<file path="src/design/fprs_pkg.sv">
package fprs_pkg;

    // reduction phases of the sequencer
    typedef enum logic [2:0] {
        PH_FIRST  = 3'd0,
        PH_SECOND = 3'd1,
        PH_LCM    = 3'd2,
        PH_SUM    = 3'd3,
        PH_QUO    = 3'd4
    } phase_t;

endpackage

</file>
<file path="src/design/fprs_divider.sv">
// Restoring divider, one quotient bit per cycle. Division by zero gives zero.
module fprs_divider #(
    parameter int W = 33
) (
    input  logic         aclk,
    input  logic         aresetn,
    input  logic         start,
    input  logic [W-1:0] dividend,
    input  logic [W-1:0] divisor,
    output logic         done,
    output logic [W-1:0] quotient,
    output logic [W-1:0] remainder
);
    localparam int CW = $clog2(W + 1);

    logic [W-1:0]  q_reg, r_reg, d_reg;
    logic [CW-1:0] cnt_reg;
    logic          busy_reg, done_reg;
    logic [W:0]    trial;
    logic [W:0]    shifted;

    assign shifted = {r_reg, q_reg[W-1]};
    assign trial   = shifted - {1'b0, d_reg};

    always_ff @(posedge aclk) begin
        if (!aresetn) begin
            busy_reg <= 1'b0;
            done_reg <= 1'b0;
            cnt_reg  <= '0;
        end else begin
            done_reg <= 1'b0;
            if (start) begin
                q_reg    <= dividend;
                r_reg    <= '0;
                d_reg    <= divisor;
                cnt_reg  <= CW'(W);
                busy_reg <= 1'b1;
            end else if (busy_reg) begin
                if (!trial[W]) begin
                    r_reg <= trial[W-1:0];
                    q_reg <= {q_reg[W-2:0], 1'b1};
                end else begin
                    r_reg <= shifted[W-1:0];
                    q_reg <= {q_reg[W-2:0], 1'b0};
                end
                cnt_reg <= cnt_reg - 1'b1;
                if (cnt_reg == CW'(1)) begin
                    busy_reg <= 1'b0;
                    done_reg <= 1'b1;
                end
            end
        end
    end

    assign done      = done_reg;
    assign quotient  = (d_reg == '0) ? '0 : q_reg;
    assign remainder = (d_reg == '0) ? '0 : r_reg;

endmodule

</file>
<file path="src/design/fraction_pair_reduce_sum_quotient.sv">
// Reduces two fractions, brings them to their least common denominator and
// gives the reduced sum and quotient. Every remainder and quotient goes
// through one shared restoring divider under a sequencer. The Euclid loops
// are data dependent, so the time per item varies with the operands.
// s_tready is high only while the sequencer is idle; a finished result
// waits in the output register and holds the sequencer at its last step
// only if the previous beat is still unread.
module fraction_pair_reduce_sum_quotient #(
    parameter int VALUE_WIDTH = 16
) (
    input  logic                         aclk,
    input  logic                         aresetn,
    input  logic                         s_tvalid,
    output logic                         s_tready,
    // n1, d1, n2, d2 from the lowest bit up
    input  logic [((4*VALUE_WIDTH+7)/8)*8-1:0] s_tdata,
    output logic                         m_tvalid,
    input  logic                         m_tready,
    // a, b, lden, sn, sd, qn, qd from the lowest bit up
    output logic [((14*VALUE_WIDTH+1+7)/8)*8-1:0] m_tdata
);
    import fprs_pkg::*;

    localparam int VW = VALUE_WIDTH;
    localparam int WW = 2 * VW;
    localparam int SW = 2 * VW + 1;
    localparam int OW = ((14 * VW + 1 + 7) / 8) * 8;

    typedef enum logic [4:0] {
        S_IDLE, S_G_INIT, S_G_DIV, S_G_WAIT, S_DIVN, S_DIVN_W, S_DIVD, S_DIVD_W,
        S_LCM_G, S_LCM_D, S_LCM_DW, S_A_D, S_A_DW, S_B_D, S_B_DW, S_SUM, S_QUO,
        S_OUT
    } state_t;

    state_t state_reg;
    phase_t phase_reg;      // which reduction is running
    logic [SW-1:0] x_reg, y_reg, g_reg, pn_reg, pd_reg, sn_reg;
    logic [WW-1:0] n1_reg, d1_reg, n2_reg, d2_reg, l_reg, a_reg, b_reg, sd_reg;
    logic [SW-1:0] dv_a_reg, dv_b_reg;
    logic dv_start_reg;
    logic dv_done;
    logic [SW-1:0] dv_q, dv_r;
    logic out_v_reg;
    logic [OW-1:0] out_reg;

    fprs_divider #(.W(SW)) u_div (
        .aclk(aclk), .aresetn(aresetn), .start(dv_start_reg),
        .dividend(dv_a_reg), .divisor(dv_b_reg),
        .done(dv_done), .quotient(dv_q), .remainder(dv_r)
    );

    assign s_tready = (state_reg == S_IDLE);
    assign m_tvalid = out_v_reg;
    assign m_tdata  = out_reg;

    always_ff @(posedge aclk) begin
        if (!aresetn) begin
            state_reg    <= S_IDLE;
            phase_reg    <= PH_FIRST;
            dv_start_reg <= 1'b0;
            out_v_reg    <= 1'b0;
        end else begin
            dv_start_reg <= 1'b0;
            if (out_v_reg && m_tready && state_reg != S_OUT) out_v_reg <= 1'b0;
            case (state_reg)
                S_IDLE: begin
                    if (s_tvalid && s_tready) begin
                        n1_reg    <= WW'(s_tdata[VW-1:0]);
                        d1_reg    <= WW'(s_tdata[2*VW-1:VW]);
                        n2_reg    <= WW'(s_tdata[3*VW-1:2*VW]);
                        d2_reg    <= WW'(s_tdata[4*VW-1:3*VW]);
                        pn_reg    <= SW'(s_tdata[VW-1:0]);
                        pd_reg    <= SW'(s_tdata[2*VW-1:VW]);
                        phase_reg <= PH_FIRST;
                        state_reg <= S_G_INIT;
                    end
                end
                S_G_INIT: begin
                    x_reg     <= pn_reg;
                    y_reg     <= pd_reg;
                    state_reg <= S_G_DIV;
                end
                S_G_DIV: begin
                    if (x_reg == '0 || y_reg == '0) begin
                        g_reg     <= x_reg + y_reg;
                        state_reg <= (phase_reg == PH_LCM) ? S_LCM_G : S_DIVN;
                    end else begin
                        dv_a_reg     <= x_reg;
                        dv_b_reg     <= y_reg;
                        dv_start_reg <= 1'b1;
                        state_reg    <= S_G_WAIT;
                    end
                end
                S_G_WAIT: if (dv_done) begin
                    x_reg     <= y_reg;
                    y_reg     <= dv_r;
                    state_reg <= S_G_DIV;
                end
                S_DIVN: begin
                    dv_a_reg <= pn_reg; dv_b_reg <= g_reg; dv_start_reg <= 1'b1;
                    state_reg <= S_DIVN_W;
                end
                S_DIVN_W: if (dv_done) begin
                    pn_reg <= dv_q; state_reg <= S_DIVD;
                end
                S_DIVD: begin
                    dv_a_reg <= pd_reg; dv_b_reg <= g_reg; dv_start_reg <= 1'b1;
                    state_reg <= S_DIVD_W;
                end
                S_DIVD_W: if (dv_done) begin
                    case (phase_reg)
                        PH_FIRST: begin
                            n1_reg <= pn_reg[WW-1:0];
                            d1_reg <= dv_q[WW-1:0];
                            pn_reg <= SW'(n2_reg); pd_reg <= SW'(d2_reg);
                            phase_reg <= PH_SECOND; state_reg <= S_G_INIT;
                        end
                        PH_SECOND: begin
                            n2_reg <= pn_reg[WW-1:0];
                            d2_reg <= dv_q[WW-1:0];
                            pn_reg <= SW'(d1_reg); pd_reg <= SW'(dv_q[WW-1:0]);
                            phase_reg <= PH_LCM; state_reg <= S_G_INIT;
                        end
                        PH_SUM: begin
                            pd_reg <= dv_q; state_reg <= S_QUO;
                        end
                        default: begin
                            pd_reg <= dv_q; state_reg <= S_OUT;
                        end
                    endcase
                end
                S_LCM_G: begin
                    // lden = d1*d2 / g
                    dv_a_reg <= SW'(d1_reg * d2_reg); dv_b_reg <= g_reg;
                    dv_start_reg <= 1'b1; state_reg <= S_LCM_DW;
                end
                S_LCM_D: state_reg <= S_LCM_DW;
                S_LCM_DW: if (dv_done) begin
                    l_reg <= dv_q[WW-1:0]; state_reg <= S_A_D;
                end
                S_A_D: begin
                    dv_a_reg <= SW'(l_reg); dv_b_reg <= SW'(d1_reg);
                    dv_start_reg <= 1'b1; state_reg <= S_A_DW;
                end
                S_A_DW: if (dv_done) begin
                    a_reg <= WW'(n1_reg * dv_q[WW-1:0]); state_reg <= S_B_D;
                end
                S_B_D: begin
                    dv_a_reg <= SW'(l_reg); dv_b_reg <= SW'(d2_reg);
                    dv_start_reg <= 1'b1; state_reg <= S_B_DW;
                end
                S_B_DW: if (dv_done) begin
                    b_reg <= WW'(n2_reg * dv_q[WW-1:0]); state_reg <= S_SUM;
                end
                S_SUM: begin
                    pn_reg <= SW'(a_reg) + SW'(b_reg); pd_reg <= SW'(l_reg);
                    phase_reg <= PH_SUM; state_reg <= S_G_INIT;
                end
                S_QUO: begin
                    sn_reg <= pn_reg;
                    sd_reg <= pd_reg[WW-1:0];
                    pn_reg <= SW'(a_reg); pd_reg <= SW'(b_reg);
                    phase_reg <= PH_QUO; state_reg <= S_G_INIT;
                end
                S_OUT: begin
                    // wait here while the previous beat is still held
                    if (!out_v_reg || m_tready) begin
                        out_reg <= OW'({pd_reg[WW-1:0], pn_reg[WW-1:0], sd_reg,
                                        sn_reg, l_reg, b_reg, a_reg});
                        out_v_reg <= 1'b1;
                        state_reg <= S_IDLE;
                    end
                end
                default: state_reg <= S_IDLE;
            endcase
        end
    end

    property p_no_accept_busy;
        @(posedge aclk) disable iff (!aresetn) (state_reg != S_IDLE) |-> !s_tready;
    endproperty
    a_no_accept_busy: assert property (p_no_accept_busy) else $error("ready while busy");

    property p_out_hold;
        @(posedge aclk) disable iff (!aresetn)
            (out_v_reg && !m_tready) |=> (out_v_reg && $stable(out_reg));
    endproperty
    a_out_hold: assert property (p_out_hold) else $error("result dropped");

    property p_div_start_idle;
        @(posedge aclk) disable iff (!aresetn) dv_start_reg |-> (state_reg != S_IDLE);
    endproperty
    a_div_start_idle: assert property (p_div_start_idle) else $error("divider start idle");

endmodule
</file>
<file path="config.mk">
export PLATFORM = sky130hd
export DESIGN_NAME = fraction_pair_reduce_sum_quotient
export DESIGN_NICKNAME = d
export VERILOG_FILES = /design/src/design/fprs_pkg.sv /design/src/design/fprs_divider.sv /design/src/design/fraction_pair_reduce_sum_quotient.sv
export SDC_FILE = /design/constraint.sdc
export NUM_CORES = 2
export LEC_CHECK = 0
export ABC_AREA = 0
export BUFFER_PORTS_ARGS = -buffer_cell sky130_fd_sc_hd__buf_4
export CORE_UTILIZATION = 39
export DETAILED_ROUTE_END_ITERATION = 16
export PLACE_DENSITY_LB_ADDON = 0.3
export SLEW_MARGIN = 5
export SYNTH_ARGS = -nofsm -noshare
export SYNTH_HDL_FRONTEND = slang
export SYNTH_SLANG_ARGS = --single-unit
export TNS_END_PERCENT = 30
</file>
<file path="constraint.sdc">
create_clock -name aclk -period 14.9 [get_ports aclk]
set_input_delay 2.235 -clock aclk [delete_from_list [all_inputs] [get_ports aclk]]
set_output_delay 2.235 -clock aclk [all_outputs]
set_load 0.1 [all_outputs]
</file>
==> impl_metrics.tcl <==
set metrics [dict create \
    status "finished, final reports clean" \
    fillers 21000 \
    routabilityCongestion 1.03 \
    maxClockFrequency_mhz 98.9 \
    hold_buffers 0 \
    cp_slowest_cell "or3_4" \
    synth_flop_cell "edfxtp_1" \
    r2r_start "u_div.d_reg[1]" \
    clock_latency_ns 0.80 \
    netlist-cell-type-count 83 \
    hold_class "flip-flop to flip-flop" \
    slowest_delay_ns 0.70 \
    die_y_um 473 \
    end_kind "flip-flop" \
    synthMuxAreaShare_pct 1.05 \
    drc 0 \
    routed_via_density 5.73 \
    std_cell_rows 172 \
    finalMaxSlewViolations 0 \
    synth_top_family_by_area "adder cells" \
    synthCells 8533 \
    clk_pin_slew_ns 0.07 \
    num_vias 66700 \
    cp-startpoint "u_div.d_reg[1]" \
    hold_viol_final 0 \
    synth_compound_area_share_pct 7.36 \
    synth-seq-area-share_pct 29.7 \
    yosys_warnings 0 \
    dieArea_mm2 0.224 \
    cts_setup_buffers 0 \
    synth_fa_ha_area_share_pct 35.9 \
    worst-path-max-fanout 276 \
    synth_edf_count 844 \
    grt_overflow_total 0 \
    final_util_pct 43.3 \
    ioPinCount 302 \
    setup_viol 0 \
    min_period_over_period_pct 67.9 \
    fin_crit_ns 10.12 \
    synth_xor_area_share_pct 3.33 \
    rsz0062_at_grt "no" \
    async_flop_share_pct 0 \
    cp_num_buf_inv 4 \
    crit_required_ns 15.37 \
    grt_usage_pct 29.5 \
    start_util_pct 39.3 \
    synth_simple_gate_area_share_pct 14.2 \
    htreeDepth 3 \
    cpMostUsedCell "fa_1" \
    place_ws_ns 5.24 \
    final_layout_size_suffix_gt1_share_pct 8.58 \
    maxCapViolCount 0 \
    synth_largest_area_cell "edfxtp_1" \
    ant_nets 0 \
    setup_ws_ns 4.78 \
    yosysMostFrequentCell "inv_1" \
    clock_skew_ns 0.0952 \
    worstMarginPinSlew_ns 1.28 \
    slew_headroom_pct 13.5 \
    wirelength_um 330000 \
    cts_buffers 92 \
    synthTopCellsByCount "1417 x inv_1, 1304 x nand2_1, 1257 x fa_1" \
    largest_register_ffs 225 \
    antenna_found_initial 41 \
    final_nets 10400 \
    crit_family "adder cells" \
    ys_ff_latch 862 \
    grt_pass1_vias 67700 \
    crit_arrival_ns 10.58 \
    io_buffers 294 \
    hpwlAfterDp_um 239000 \
    areaGrowthSynthToFinish_pct 10.2 \
    ys_top_cells_by_area "edfxtp_1 29%, fa_1 29%, ha_1 6.8%" \
    synth_top_cell_area_share_pct 29.3 \
    drt_iter0_markers 8146 \
    syn_area_per_cell_um2 10.1 \
    postCtsResizedCells 0 \
    placedCellCount 11500 \
    layout.cells.non_filler 11600 \
    wl_per_cell_um 28.3 \
    die_w_um 473 \
    worstHoldStart "sd_reg[11]" \
    grt_pass1_wl_um 476000 \
    cts_tree "done" \
    cts.sinks 862 \
    critPathKind "flip-flop to flip-flop" \
    cp-start-kind "flip-flop" \
    grt_max_degree 277 \
    first_pass_iters 8 \
    ctsRootBufferMaster "clkbuf_16" \
    clockBufferDepth 3 \
    final.setup.tns_ns 0 \
    synthesis.area_mm2 0.0865 \
    coreArea_mm2 0.220 \
]
cell families after synthesis:
logic type,Yosys count
xor gates and xnor gates,329
DFF,862
and+or+nand+nor,2585
AOI/OAI and AO/OA,999
buffers and inverters,1949
adders and majority gates,1726
muxes,82
other,1
worst register-to-register path: cells and delay by family, from the launching register on:
kind	cells	cell delay, ns
fa+ha+maj	9	3.88
simple gates	5	2.09
compound gates	6	2.02
buf+inv	4	1.26
flops	1	0.43
xor+xnor	1	0.13
worst paths after layout:
path,endpoint,slack (ns),cells past startpoint
hold / removal,m_tdata[140],0.39,0
hold reg to reg,m_tdata[140],0.39,0
setup / recovery,a_reg[31],4.78,25
setup reg to reg,a_reg[31],4.78,25
through the flow:
stage               area [um2]  hold slack [ns]
floorplan                86500            0.400
global placement         92100            0.401
detailed placement       92100            0.405
CTS                      95300            0.389
global route             95300            0.404
finish                   95300            0.387
placed cells by master (no fill, tap or decap), types with 20 or more instances in the layout:
master,Yosys,final
and2_1,214,213
edfxtp_1,844,844
clkbuf_16,0,92
a221oi_1,26,26
a211oi_1,31,31
a21oi_1,302,299
ha_1,469,469
a22oi_1,58,58
mux2_2,68,68
nand3_1,56,55
clkinv_1,11,31
xor2_1,79,79
nand2b_1,23,23
a21o_1,84,84
nor4_1,29,27
nand2_1,1304,1301
o211ai_1,20,20
buf_4,7,479
and3_1,604,603
nor2b_1,23,23
o21bai_1,27,27
nor3_1,36,30
a222oi_1,43,43
o21ai_0,255,255
a31oi_1,26,26
o21a_1,31,31
fa_1,1257,1257
xnor2_1,250,250
nor2_1,227,216
inv_1,1417,1417
cell type report:
type	count	area (um2)	area share (%)
diodes	15	37.5	0.0394
clock buffers	102	2340	2.45
clock inverters	70	821	0.861
inverters	1428	5360	5.62
multi-input cells	5728	53700	56.3
flip-flops and latches	862	25700	27.0
well taps	2958	3700	3.88
repair buffers	483	3660	3.84
metal layers:
layer  GRT usage (%)  vias up  share of wire (%)  wire [um]
met5           0.238        -              0.088        289
met4            22.3       36                9.0      29600
met3            6.94     1067                 11      35600
met2            45.7     4062                 45     147000
met1            35.7    33900                 35     117000
li1                -    27700                  -          -
Power is not shown: default switching activity piles up to over one toggle a cycle in this logic, so the estimate is an artifact.
